**src/rtl/core/gbtd_pkg.sv**
```systemverilog
// shared constants, types and the cordic angle table of the goertzel tone detector
`timescale 1ns / 1ps
`default_nettype none

package gbtd_pkg;

    localparam int MAX_BLOCK = 4096;
    localparam int BSZ_MIN   = 4;
    localparam int CNT_W     = 13;
    localparam int MAG_W     = 16;
    localparam int PH_W      = 16;
    localparam int CFG_W     = 19;
    localparam int C2_W      = 19;
    localparam int SINE_W    = 18;
    localparam int CORDIC_N  = 15;
    localparam int MUL_W     = 32;

    typedef enum logic [1:0] {
        CFG_BLOCK_SIZE = 2'd0,
        CFG_TWO_COS    = 2'd1,
        CFG_SINE       = 2'd2
    } t_cfg_idx;

    // phase request from the sequencer to the cordic unit
    typedef struct packed {
        logic start;
        logic re_neg;
        logic im_neg;
    } t_ph_req;

    function automatic logic [13:0] atan_step(input logic [3:0] k);
        logic [13:0] a;
        case (k)
            4'd0:    a = 14'd8192;
            4'd1:    a = 14'd4836;
            4'd2:    a = 14'd2555;
            4'd3:    a = 14'd1297;
            4'd4:    a = 14'd651;
            4'd5:    a = 14'd326;
            4'd6:    a = 14'd163;
            4'd7:    a = 14'd81;
            4'd8:    a = 14'd41;
            4'd9:    a = 14'd20;
            4'd10:   a = 14'd10;
            4'd11:   a = 14'd5;
            4'd12:   a = 14'd3;
            4'd13:   a = 14'd1;
            4'd14:   a = 14'd1;
            default: a = 14'd0;
        endcase
        return a;
    endfunction

endpackage

`default_nettype wire

```
**src/rtl/core/gbtd_mul.sv**
```systemverilog
// shared unsigned 32x32 multiplier with registered product
`timescale 1ns / 1ps
`default_nettype none

module gbtd_mul
    import gbtd_pkg::*;
(
    input  wire logic                 i_clk,
    input  wire logic [MUL_W-1:0]     i_a,
    input  wire logic [MUL_W-1:0]     i_b,
    output logic      [2*MUL_W-1:0]   o_p
);

    always_ff @(posedge i_clk) begin
        o_p <= i_a * i_b;
    end

endmodule

`default_nettype wire

```
**config.mk**
```make
export PLATFORM = sky130hd
export DESIGN_NAME = gbtd_mul
export DESIGN_NICKNAME = d
export VERILOG_FILES = /design/src/rtl/core/gbtd_pkg.sv /design/src/rtl/core/gbtd_mul.sv
export SDC_FILE = /design/constraint.sdc
export NUM_CORES = 2
export LEC_CHECK = 0
export BUFFER_PORTS_ARGS = -buffer_cell sky130_fd_sc_hd__buf_2
export CORE_UTILIZATION = 50
export CTS_CLUSTER_DIAMETER = 150
export CTS_CLUSTER_SIZE = 16
export DETAILED_ROUTE_END_ITERATION = 10
export GPL_ROUTABILITY_DRIVEN = 1
export PLACE_DENSITY = 0.72
export RECOVER_POWER = 100
export SLEW_MARGIN = 0
export SYNTH_ARGS = -nofsm -noshare
export SYNTH_HDL_FRONTEND = slang
export SYNTH_SLANG_ARGS = --single-unit
```
**constraint.sdc**
```tcl
create_clock -name i_clk -period 9.63 [get_ports i_clk]
set_clock_uncertainty 0.05 [all_clocks]
set_input_delay 1.926 -clock i_clk [delete_from_list [all_inputs] [get_ports i_clk]]
set_output_delay 1.926 -clock i_clk [all_outputs]
set_load 0.02 [all_outputs]
```
* After elaboration in Yosys (flattened, before gate mapping)
Index checks and enable logic that the tools add are counted.
** Storage, ports and cells
- Flip-flop bits (word level) :: 64
- Input port bits :: 65
- Output and inout bits :: 64
- Logic and storage cells :: 2
** Cells by class
- Multiply operators :: 1
** Operator list (number)
- $mul 32x32->64 :: 1

* Depth between registers and ports, before layout
- Depth after elaboration :: 1
- Gate-level depth with buffers :: 29
- Mapped depth without buffers :: 27

* Least setup slack after synthesis
No wires, ideal clock.
- Path kind :: input -> register
- From :: in i_a[25]
- To :: reg o_p[62]
- Setup time :: 0.072 ns
- Data arrival time :: 8.607 ns
- Data required time :: 9.508 ns
- Path slack :: 0.901 ns
- Stages on the path :: 25
- Buffers on the path :: 2
- Cells stage by stage :: clkbuf_1 -> nand2_1 -> fa_1 -> inv_1 -> fa_1 -> inv_1 -> fa_1 -> inv_1 -> fa_1 -> fa_1 -> fa_1 -> fa_1 -> inv_1 -> fa_1 -> inv_1 -> ha_1 -> buf_2 -> nand4_1 -> or4_1 -> or3_1 -> a31oi_1 -> a31o_2 -> a211oi_1 -> o21ai_1 -> xor2_1
** On the way
- Cells in the longest elaborated chain, start to end :: 1
** Ends and longest elaborated chain
- start: declaration :: RTL line gbtd_mul.sv:9 : input wire logic [MUL_W-1:0] i_a,
- $mul 32x32->64 :: RTL line gbtd_mul.sv:15 : o_p <= i_a * i_b;
- end signal: assignment :: RTL line gbtd_mul.sv:15
- end: declaration :: RTL line gbtd_mul.sv:11 : output logic [2*MUL_W-1:0] o_p
No other way between the ends.

* Worst setup path after layout
- From :: in i_a[11]
- To :: reg o_p[62]
The elaborated chain is that of the path after synthesis.

==> impl_summary.txt <==
----------------------------------------------------
[Status]
  Run status ... finished, final reports clean

[STA]
  Rel. slew slack ... 0.3617
  Worst Tran Pin Value ... 957.5 ps
  Total negative setup slack ... 0 ps
  Clock period minus final worst setup slack ... 9370 ps
  Hold Fails Final Rpt ... 0
  Total setup violations reported at the end of the flow ... 0
  Hold slack final ... 2210 ps
  Setup repair after global routing missed its margin ... no
  Final critical-path share of the clock period ... 0.9730
  Pins Over Slew Limit ... 0
  Max frequency ... 106.7 MHz

[Critical path]
  Worst Path Required ... 9850 ps
  WP data arrival ... 9590 ps
  Critical path class ... in2reg
  Startpoint class of the critical path ... input port
  Setup crit end kind ... register
  Worst Path Max Fanout ... 23
  Crit path capture ... o_p[62]
  Startpoint of the worst setup timing path ... i_a[11]

[Clocking]
  Post-CTS setup buffer count ... 0
  CTS root buf ... clkbuf_16
  Clock tree from TritonCTS ... yes
  Num Clock Sinks ... 64
  Number of H-tree branching levels ... 3
  Hold-fix buffers, CTS ... 0
  Cells resized by post-CTS repair ... 0
  CTS Buf Count ... 9
  Clk buf depth ... 2
  Clock-pin slew on the worst setup and hold paths ... 60 ps

[Die]
  Number of primary I/O pins ... 129
  Starting Density ... 0.5056
  Placeable core area ... 68,590 sq um
  DIE AREA ... 70,410 sq um
  Die X-Extent ... 265.3 um
  Die outline height ... 265.3 um
  Count of standard-cell rows ... 96

[Finish]
  Post-synthesis to final-layout area growth ... 5.070%
  Registers with the most flip-flops ... o_p (64)
  Area occupied by registers ... 1281 sq um
  Largest register by flop count ... o_p
  Flip-flop count of the largest register, all copies and words added ... 64
  Net count, final ... 4,969
  Footprint of the multi-input gates ... 29,280 sq um
  Final std cell area, no fill ... 36,430 sq um
  Fraction of layout instances using a drive strength above 1 ... 0.04453
  Final-layout fill cell count ... 6,346

[Worst hold path]
  Type of the most critical hold path ... in2reg

[Yosys]
  Post-Syn Area per Cell ... 9.252 sq um
  Number of flip-flops and latches in the synthesized netlist ... 64
  Most common cell in the synthesized netlist ... fa_1
  Synthesis Warnings ... 0
  Syn Std Cell Area ... 34,680 sq um
  Syn Nets ... 4,972
  Top-area cell type share of the netlist area ... 0.5173
  Leading post-synthesis cells by cell area ... fa_1 52%, and2_1 11%, ha_1 9.5%
  Number of distinct library cells after synthesis ... 57
  Top FF cell, synth ... dfxtp_1
  Number of cells produced by synthesis ... 3,748
  Register area share after synthesis ... 0.03695
  Biggest area consumer among synthesized cells ... fa_1
  Share of async-settable or async-resettable flops after synthesis ... 0
  Synth cell count leaders ... 896 x fa_1, 865 x inv_1, 602 x and2_1, 480 x nand2_1, 263 x ha_1
  Number of synthesized flops with an enable pin ... 0

[Drt]
  Remaining antenna violation count after routing ... 0
  Count of unresolved DRC violations after routing ... 0
  Detailed-routing iteration count for the pre-antenna-repair pass ... 6
  Routed wire length ... 89.34 mm
  Mean routed wirelength per cell ... 19.08 um
  Routed via count ... 24,890
  Iteration-0 DRC Markers ... 1,505
  Vias per std cell ... 5.315

[GRT]
  Leftover overflow at the end of global routing ... 0
  Vias in the first global route ... 27,350
  Global-route usage over all layers ... 0.2677
  Maximum number of pins on one net before global-route repair ... 33
  Antenna violations before repair ... 2
  First-pass GRT wire length ... 146.2 mm

[Flow run]
  Maximum capacitance violations ... 0

[Placement]
  RD Place Congestion ... 0.9085
  Total placed instance area ... 36,250 sq um
  Quantity of I/O buffers inserted on ports ... 128
  Post-detail-place hpwl ... 74.91 mm

----------------------------------------------------
worst max-delay path: stages:
cell and delay (ps):
buf_2 480, buf_4 280, nand2_1 80, fa_1 510
inv_1 60, fa_1 490, fa_1 600, fa_1 450
fa_1 590, fa_1 450, fa_1 490, inv_1 50
fa_1 470, inv_1 40, ha_1 370, nand2_1 120
or4_1 500, or3_1 390, a31oi_1 490, a31o_2 280
a211oi_1 90, o21ai_0 220, xor2_1 150
layer usage:
layer / track usage / vias to the layer above / part of all wire
li1: - / 10830 / -
met3: 0.02463 / 236 / 0.047
met5: 0 / - / 0.00012
met1: 0.3202 / 12980 / 0.37
met4: 0.1228 / 2 / 0.053
met2: 0.4862 / 837 / 0.53
through the flow:
stage | instances | utilization | setup WS, ps
after global placement | 4665 | 0.5285 | 101.7
after floorplan | 3748 | - | 901.3
final | 4682 | 0.5312 | 260.2
after CTS | 4681 | 0.5331 | 391.0
after global routing | 4682 | 0.5312 | 63.90
after detailed placement | 4665 | 0.5285 | 37.39
placed cells by master, fill, tap and decap left out, types with 7 or more instances in the layout:
cell type,instances
clkbuf_1,69
buf_4,73
and3_1,14
clkbuf_16,9
o21a_1,9
nor3_1,7
fa_1,896
and2_1,598
xnor2_1,35
dfxtp_1,64
o21ai_0,23
buf_2,63
a31oi_1,12
nor2_1,20
a21o_1,40
nand2_1,480
inv_1,865
xor2_1,25
a21oi_1,64
ha_1,263
o21bai_1,11
nand3_1,10
nand4_1,23
cell type report:
class	count	area share
antenna	1	0.00006868
inverter	865	0.08912
clock buffer	11	0.006937
timing repair buffer	206	0.03135
multi-input combinational	2599	0.8037
sequential	64	0.03517
clock inverter	5	0.001717
tap	931	0.03197
how the worst min path moves through the flow:
stage,start,to,cells past startpoint
CTS,i_b[0],o_p[0],2
global placement,o_p[40],o_p[40],1
global route,i_b[0],o_p[0],2
finish,i_b[0],o_p[0],2
floorplan,i_b[0],o_p[0],1
detailed placement,o_p[61],o_p[61],1
logic make-up after synthesis:
logic type      after synthesis  share of synthesized area
flops                        64                    0.03695
mux                           1                  0.0002887
xor+xnor                     60                    0.01515
compound gates              202                    0.04153
fa+ha+maj                  1159                     0.6122
buf+inv                    1085                     0.1177
simple gates               1177                     0.1762
Power is not shown: default switching activity piles up to over one toggle a cycle in this logic, so the estimate is an artifact.
