**src/rtl/core/gbtd_pkg.sv**
```systemverilog
// shared constants, types and the cordic angle table of the goertzel tone detector
`timescale 1ns / 1ps
`default_nettype none

package gbtd_pkg;

    localparam int MAX_BLOCK = 4096;
    localparam int BSZ_MIN   = 4;
    localparam int CNT_W     = 13;
    localparam int MAG_W     = 16;
    localparam int PH_W      = 16;
    localparam int CFG_W     = 19;
    localparam int C2_W      = 19;
    localparam int SINE_W    = 18;
    localparam int CORDIC_N  = 15;
    localparam int MUL_W     = 32;

    typedef enum logic [1:0] {
        CFG_BLOCK_SIZE = 2'd0,
        CFG_TWO_COS    = 2'd1,
        CFG_SINE       = 2'd2
    } t_cfg_idx;

    // phase request from the sequencer to the cordic unit
    typedef struct packed {
        logic start;
        logic re_neg;
        logic im_neg;
    } t_ph_req;

    function automatic logic [13:0] atan_step(input logic [3:0] k);
        logic [13:0] a;
        case (k)
            4'd0:    a = 14'd8192;
            4'd1:    a = 14'd4836;
            4'd2:    a = 14'd2555;
            4'd3:    a = 14'd1297;
            4'd4:    a = 14'd651;
            4'd5:    a = 14'd326;
            4'd6:    a = 14'd163;
            4'd7:    a = 14'd81;
            4'd8:    a = 14'd41;
            4'd9:    a = 14'd20;
            4'd10:   a = 14'd10;
            4'd11:   a = 14'd5;
            4'd12:   a = 14'd3;
            4'd13:   a = 14'd1;
            4'd14:   a = 14'd1;
            default: a = 14'd0;
        endcase
        return a;
    endfunction

endpackage

`default_nettype wire

```
**src/rtl/core/gbtd_cordic.sv**
```systemverilog
// iterative phase unit: normalize one bit a cycle, then fifteen cordic steps
`timescale 1ns / 1ps
`default_nettype none

module gbtd_cordic
    import gbtd_pkg::*;
#(
    parameter int ACC_BITS = 48
)
(
    input  wire logic                 i_clk,
    input  wire logic                 i_rst_n,
    input  wire t_ph_req              i_req,
    input  wire logic [ACC_BITS-1:0]  i_ux,
    input  wire logic [ACC_BITS-1:0]  i_uy,
    output logic signed [PH_W-1:0]    o_phase,
    output logic                      o_done
);

    localparam int XW = 34;
    localparam logic [ACC_BITS-1:0] NORM_HI = ACC_BITS'(1) << 30;
    localparam logic [ACC_BITS-1:0] NORM_LO = ACC_BITS'(1) << 29;

    typedef enum logic [1:0] {C_IDLE, C_NORM, C_ITER, C_FIN} t_cstate;

    t_cstate                r_state;
    logic [ACC_BITS-1:0]    r_ux, r_uy;
    logic signed [XW-1:0]   r_x, r_y;
    logic signed [17:0]     r_z;
    logic [3:0]             r_k;
    logic                   r_re_neg, r_im_neg;

    logic [ACC_BITS-1:0]    w_mx;
    logic signed [XW-1:0]   w_dx, w_dy;
    logic signed [17:0]     w_at, w_zc, w_zm, w_zf;

    assign w_mx = (r_ux > r_uy) ? r_ux : r_uy;
    assign w_dx = r_y >>> r_k;
    assign w_dy = r_x >>> r_k;
    assign w_at = $signed({4'b0000, atan_step(r_k)});
    assign w_zc = r_z[17] ? 18'sd0 : ((r_z > 18'sd16384) ? 18'sd16384 : r_z);
    assign w_zm = r_re_neg ? (18'sd32768 - w_zc) : w_zc;
    assign w_zf = r_im_neg ? -w_zm : w_zm;

    always_ff @(posedge i_clk) begin
        if (!i_rst_n) begin
            r_state <= C_IDLE;
            o_done  <= 1'b0;
        end else if (i_req.start) begin
            r_ux     <= i_ux;
            r_uy     <= i_uy;
            r_re_neg <= i_req.re_neg;
            r_im_neg <= i_req.im_neg;
            o_done   <= 1'b0;
            r_state  <= C_NORM;
        end else begin
            case (r_state)
                C_NORM: begin
                    if (w_mx == '0) begin
                        o_phase <= '0;
                        o_done  <= 1'b1;
                        r_state <= C_IDLE;
                    end else if (w_mx >= NORM_HI) begin
                        r_ux <= r_ux >> 1;
                        r_uy <= r_uy >> 1;
                    end else if (w_mx < NORM_LO) begin
                        r_ux <= r_ux << 1;
                        r_uy <= r_uy << 1;
                    end else begin
                        r_x     <= $signed(XW'(r_ux));
                        r_y     <= $signed(XW'(r_uy));
                        r_z     <= '0;
                        r_k     <= '0;
                        r_state <= C_ITER;
                    end
                end
                C_ITER: begin
                    if (!r_y[XW-1]) begin
                        r_x <= r_x + w_dx;
                        r_y <= r_y - w_dy;
                        r_z <= r_z + w_at;
                    end else begin
                        r_x <= r_x - w_dx;
                        r_y <= r_y + w_dy;
                        r_z <= r_z - w_at;
                    end
                    if (r_k == 4'(CORDIC_N - 1)) begin
                        r_state <= C_FIN;
                    end else begin
                        r_k <= r_k + 4'd1;
                    end
                end
                C_FIN: begin
                    // an angle of pi wraps to the most negative code
                    o_phase <= w_zf[PH_W-1:0];
                    o_done  <= 1'b1;
                    r_state <= C_IDLE;
                end
                default: begin
                    r_state <= C_IDLE;
                end
            endcase
        end
    end

endmodule

`default_nettype wire

```
**config.mk**
```make
export PLATFORM = sky130hd
export DESIGN_NAME = gbtd_cordic
export DESIGN_NICKNAME = d
export VERILOG_FILES = /design/src/rtl/core/gbtd_pkg.sv /design/src/rtl/core/gbtd_cordic.sv
export SDC_FILE = /design/constraint.sdc
export NUM_CORES = 1
export LEC_CHECK = 0
export ABC_CLOCK_PERIOD_IN_PS = 5000
export BUFFER_PORTS_ARGS = -buffer_cell sky130_fd_sc_hd__buf_2
export CAP_MARGIN = 20
export CELL_PAD_IN_SITES_DETAIL_PLACEMENT = 0
export CELL_PAD_IN_SITES_GLOBAL_PLACEMENT = 2
export CORE_ASPECT_RATIO = 1.75
export CORE_MARGIN = 2
export CORE_UTILIZATION = 37
export CTS_BUF_LIST = sky130_fd_sc_hd__clkbuf_8
export DETAILED_ROUTE_END_ITERATION = 10
export HOLD_SLACK_MARGIN = 0.02
export PLACE_DENSITY_LB_ADDON = 0.05
export SETUP_SLACK_MARGIN = 0.15
export SYNTH_ARGS = -nofsm -noshare
export SYNTH_HDL_FRONTEND = slang
export SYNTH_SLANG_ARGS = --single-unit
```
**constraint.sdc**
```tcl
create_clock -name i_clk -period 5 [get_ports i_clk]
set_input_delay 0 -clock i_clk [delete_from_list [all_inputs] [get_ports i_clk]]
set_output_delay 0 -clock i_clk [all_outputs]
set_load 0.05 [all_outputs]
```
### Yosys cells after proc, flatten, opt, wreduce, memory -nomap -nowiden

Memory sizes are Yosys's and may differ from the RTL's. A register that Yosys moved wholly into a read port is not among the register bits.
Cells that the tools add are included.

| operators by class | value |
|---|---|
| order comparisons | 4 |
| bitwise operators | 2 |
| muxes and demuxes | 46 |
| shift-type cells | 2 |
| eq/ne operators | 16 |
| reduce and logical (&&, ||, !) cells | 14 |
| add/subtract/negate cells | 9 |

Operator list:

| operator | number |
|---|---|
| 48-bit 2-to-1 mux | 11 |
| 34-bit 2-to-1 mux | 8 |
| 34-bit one-hot mux with 2 select lines | 2 |
| 16-bit 2-to-1 mux | 5 |
| 18-bit 2-to-1 mux | 4 |
| 34-bit adder | 2 |
| 34-bit by 4-bit >>> shifter with 34-bit output | 2 |
| 34-bit subtractor | 2 |
| 48-bit by 31-bit greater-or-equal comparator with 1-bit output, second input constant | 1 |
| 48-bit > comparator | 1 |
| 48-bit zero test | 1 |
| 48-bit by 30-bit less-than comparator with 1-bit output, second input constant | 1 |
| 18-bit one-hot mux with 2 select lines | 1 |
| 16-bit one-hot mux with 2 select lines | 1 |
| 4-bit 2-to-1 mux | 5 |
| 18-bit by 15-bit adder with 18-bit output | 1 |
| 18-bit by 16-bit > comparator with 1-bit output, second input constant | 1 |
| 18-bit by 15-bit subtractor with 18-bit output | 1 |
| 16-bit negator | 1 |
| 16-bit subtractor, first input constant | 1 |
| 2-bit inequality test, second input constant | 7 |
| 3-bit inequality test, second input constant | 3 |
| 2-bit 2-to-1 mux | 4 |
| 4-bit inequality test, second input constant | 2 |
| other kinds (17) | 25 |

| storage, ports and cells | value |
|---|---|
| bits of input ports | 101 |
| bits in registers | 207 |
| memories kept | 1 |
| word-level logic and storage cells | 106 |
| output and inout bits | 17 |
| bits in read-only memories | 224 |

Memory list:

| memory | words | width | rd ports | clocked after Yosys merged registers in | write ports | RTL line | text |
|---|---|---|---|---|---|---|---|
| (name not given) | 16 | 14 | 1 | 1 | 0 | gbtd_pkg.sv:33 | `case (k)` |

### Depth between registers and ports, before layout

| depth | value |
|---|---|
| word-level depth | 8 |
| mapped depth | 28 |
| mapped depth without buffers | 22 |

### Worst setup path after synthesis

OpenSTA, ideal clock, no wires.

| path | value |
|---|---|
| path type | flip-flop to flip-flop |
| start | register r_k[1] |
| end | register r_y[33] (data pin) |
| stages on the path, launching flop included | 26 |
| setup slack | -501 ps |
| data arrival time | 5,228 ps |
| required time | 4,727 ps |
| library setup time | 273 ps |
| clock period less this slack | 5,501 ps |
| buffers on the path | 3 |
| cell sequence | edfxtp_1 > buf_2 > buf_2 > buf_1 > mux4_2 > mux2_4 > or2_0 > o22ai_1 > nand2_1 > nor2_2 > nand3_4 > nor4_4 > a21oi_1 > xor2_1 > ha_1 > nand3_1 > o221ai_1 > o211ai_1 > nand2_1 > o211a_1 > a221oi_1 > a21oi_1 > nand3_1 > nand2_1 > nand3_1 > o221ai_1 |

| on the way | value |
|---|---|
| cells in the longest elaborated chain, start to end | 4 |
| elaborated cells on any way between the ends | 5 |
| those cells by class | add/sub (2); shift (1); mux (2) |

RTL lines:

| item | RTL line | text |
|---|---|---|
| start, declared | gbtd_cordic.sv:30 | `logic [3:0] r_k;` |
| start signal, assigned | gbtd_cordic.sv:90 | `r_k <= r_k + 4'd1;` |
| 34-bit by 4-bit >>> shifter with 34-bit output (*) | gbtd_cordic.sv:39 | `assign w_dy = r_x >>> r_k;` |
| 34-bit subtractor / 34-bit adder (equally long branches) | gbtd_cordic.sv:80, gbtd_cordic.sv:84 |  |
| 34-bit 2-to-1 mux (*) | gbtd_cordic.sv:78 | `if (!r_y[XW-1]) begin` |
| 34-bit one-hot mux with 2 select lines (*) | gbtd_cordic.sv:57 | `case (r_state)` |
| end signal, assigned | gbtd_cordic.sv:71 | `r_y <= $signed(XW'(r_uy));` |
| end signal, assigned | gbtd_cordic.sv:80 | `r_y <= r_y - w_dy;` |
| end signal, assigned | gbtd_cordic.sv:84 | `r_y <= r_y + w_dy;` |
| end, declared | gbtd_cordic.sv:28 | `logic signed [XW-1:0] r_x, r_y;` |

Every way passes the cells marked *; elsewhere a longest branch is shown, timed or not.
A chain may end at the register's enable or synchronous reset.

### Worst setup path in the final report

| path | value |
|---|---|
| start | register r_k[0] |
| end | register r_y[29] (data pin) |

Same word-level chain as after synthesis.

==> impl_metrics.py <==
metrics = {
    "global_route": {
        "grt_pass1_wl_mm": 132,
        "grt-ovfl-total": 0,
        "antenna_found_initial": 1,
        "grtUsageMet1": 0.274,
        "grt_max_degree": 108,
        "grt_usage": 0.282,
        "grt_busiest_layer": "met2",
        "grt_pass1_vias": 23300,
        "grt_util_met2": 0.552,
        "met3_usage": 0.0251,
    },
    "yosys": {
        "synth_async_sr_flop_share": 0,
        "yosysTopAreaCell": "edfxtp_1",
        "avgSynthCellArea_um2": 9.06,
        "ys_ff_latch": 221,
        "synth_fp_nets": 2663,
        "yosysSeqAreaShare": 0.296,
        "syn-instance-count": 2412,
        "synthFlopType": "edfxtp_1",
        "netlist_area_um2": 21800,
        "synth_top_area_frac": 0.280,
        "synth_edf_count": 204,
        "synth_cell_types": 100,
        "ys_top_cells_by_area": "edfxtp_1 (28%), ha_1 (8.4%), a21oi_1 (4.9%), o21ai_0 (4.7%), mux2i_1 (4.6%)",
        "ys_warn_count": 0,
    },
    "clock_network": {
        "cts_buffers": 40,
        "clockBufferDepth": 3,
        "cts.clk_slew.worst_paths_ns": 0.07,
        "clock_latency_ns": 0.66,
        "clock-sinks": 221,
        "cts_tree": "done",
        "cts_root_buf": "clkbuf_8",
        "cts_max_level": 2,
    },
    "critical_path": {
        "crit_top_cell": "buf_4",
        "cpMaxStageDelayCell": "mux4_2",
        "critPathCaptureType": "register",
        "critPathKind": "reg -> reg",
        "cp_num_buf_inv": 6,
        "cp.arrival_ns": 5.80,
        "required_ns": 5.38,
        "cpLargestDelayFamily": "simple AND/OR/NAND/NOR gates",
        "max_stage_delay_ns": 0.50,
        "crit_fanout": 8,
        "start_kind": "register",
    },
    "drt": {
        "dr.pass1.iters": 5,
        "drc_errors": 0,
        "post_drt_wl_per_cell_um": 21.9,
        "num_vias": 22100,
        "viasPerCell": 5.52,
        "antenna_left": 0,
        "dr.first_iter.drc_count": 1017,
        "routed_wirelength_mm": 87.9,
    },
    "hold_path": {
        "hold_class": "in -> reg",
    },
    "power": {
        "clock_power_share": 0.341,
        "p_seq_frac": 0.403,
        "p_comb_frac": 0.256,
        "p_sw_uw": 1710,
        "finalPower_uw": 5500,
        "p_leak_uw": 0.0133,
        "intPower_uw": 3790,
        "p_sw_frac": 0.310,
        "p_per_area_nw_per_um2": 177,
        "vdd_drop_max_mv": 0.204,
    },
    "sta": {
        "finalHoldViolations": 0,
        "slew_violations": 0,
        "fin_skew_ns": 0.0296,
        "setup_viol": 29,
        "holdWs_ns": 0.0657,
        "worst_pin_slew_ns": 0.939,
        "fin_ws_ns": -0.426,
        "rsz0062_at_grt": "yes",
        "maxSlewHeadroom": 0.368,
        "post-route-period-util": 1.09,
        "fmax_ghz": 0.184,
        "fin_crit_ns": 5.43,
    },
    "status": {
        "violations": "setup timing",
        "outcome": "finished, violations left",
    },
    "floorplan": {
        "io_pins": 118,
        "row_count": 117,
        "die_h_um": 325,
        "die_area_um2": 61100,
        "initial_utilization": 0.375,
        "fp.coreArea_um2": 58300,
        "die_x_um": 188,
    },
    "cells_and_area": {
        "final_common_cell": "buf_4",
        "drive_gt1_frac": 0.316,
        "layout_common_cells": "buf_4 (513), nand2_1 (246), edfxtp_1 (204)",
        "area_growth_pct": 41.8,
        "finalNetCount": 3451,
    },
    "place": {
        "port_buffers": 117,
        "place.gp.congestion": 0.940,
        "dpl.hpwl_mm": 67.3,
    },
    "flow_run": {
        "maxCapViolCount": 0,
    },
}
==> metrics by stage <==
stage	util	area [um^2]	setup slack, ns	setup TNS, ns	instances
2_1_floorplan	-	21900	-0.165	-0.514	2412
3_3_place_gp	0.458	26700	-0.868	-16.39	3654
3_5_place_dp	0.458	26700	-1.00	-20.17	3654
4_1_cts	0.523	30500	-0.410	-4.92	3982
5_1_grt	0.532	31000	-0.685	-14.47	4005
6_report	0.532	31000	-0.426	-6.16	4005
==> cells by family (layout without fill, tap and decap cells) <==
family          count (synthesis)  in the layout  synth area share
mux                           241            241             0.152
simple gates                  728            728             0.161
compound gates                687            687             0.192
buf+inv                       227           1046            0.0482
other cells                     0              1                 0
flops                         221            221             0.296
fa+ha+maj                     150            150            0.0870
xor+xnor                      158            158            0.0634
==> state kept, by name, summed over array words and instances, names as in the netlist <==
register / cells
o_done: 1
r_im_neg: 1
r_ux: 48
o_phase: 16
r_re_neg: 1
r_state: 2
r_k: 4
r_z: 18
r_uy: 48
r_y: 34
w_at: 14
r_x: 34
==> power groups by stage <==
stage          Sequential [uW]  Clock [uW]  Combinational, uW
5_1_grt                   2220        1980               1530
6_report                  2210        1870               1410
3_3_place_gp              2250           0               1140
2_1_floorplan             2210           0                681
4_1_cts                   2210        1930               1360
3_5_place_dp              2250           0               1150
==> layer usage <==
| layer | part of all wire | wire [um] |
|---|---|---|
| met4 | 0.078 | 6840 |
| met3 | 0.027 | 2410 |
| met2 | 0.54 | 47700 |
| met5 | 0 | 0 |
| met1 | 0.35 | 30900 |
==> worst paths after layout <==
kind | start | to | slack [ns] | cells after the start
max | r_k[0] | r_y[29] | -0.43 | 26
min | i_req[1] | r_re_neg | 0.07 | 2
max reg2reg | r_k[0] | r_y[29] | -0.43 | 26
min reg2reg | o_done | o_done | 0.47 | 1
==> cell usage after synthesis (all sizes together), types with 5 or more instances <==
master / count
a2111oi: 15
a211oi: 24
a21o: 56
a21oi: 213
a221oi: 6
a31oi: 28
and2: 34
and3: 18
buf: 55
clkbuf: 74
dfxtp: 17
edfxtp: 204
ha: 147
inv: 98
mux2: 79
mux2i: 104
mux4: 58
nand2: 249
nand2b: 21
nand3: 35
nand3b: 6
nand4: 18
nor2: 191
nor2b: 23
nor3: 43
nor3b: 7
nor4: 34
o211ai: 13
o21a: 24
o21ai: 208
o21bai: 12
o22ai: 12
o31ai: 16
o41ai: 5
or2: 14
or3: 11
or4: 9
xnor2: 98
xor2: 60
==> repair_timing <==
item / in CTS / in global routing
resized for setup: 129 / 68
hold endpoints to repair: 117 / 0
hold buffers: 201 / 0
cloned: 4 / 1
setup buffers: 50 / 21
pin swaps: 42 / 42
setup endpoints to repair: 43 / 92
==> layout make-up <==
cell class                      instances  area, um^2
Antenna cell                            1        2.50
Multi-Input combinational cell       1964       15100
Clock buffer                           43         592
Clock inverter                         30         216
Timing Repair Buffer                  875        7280
Sequential cell                       221        6470
Inverter                               98         372
Fill cell                            5539       27300
Tap cell                              773         967
Power figures use the tool's default switching activity.
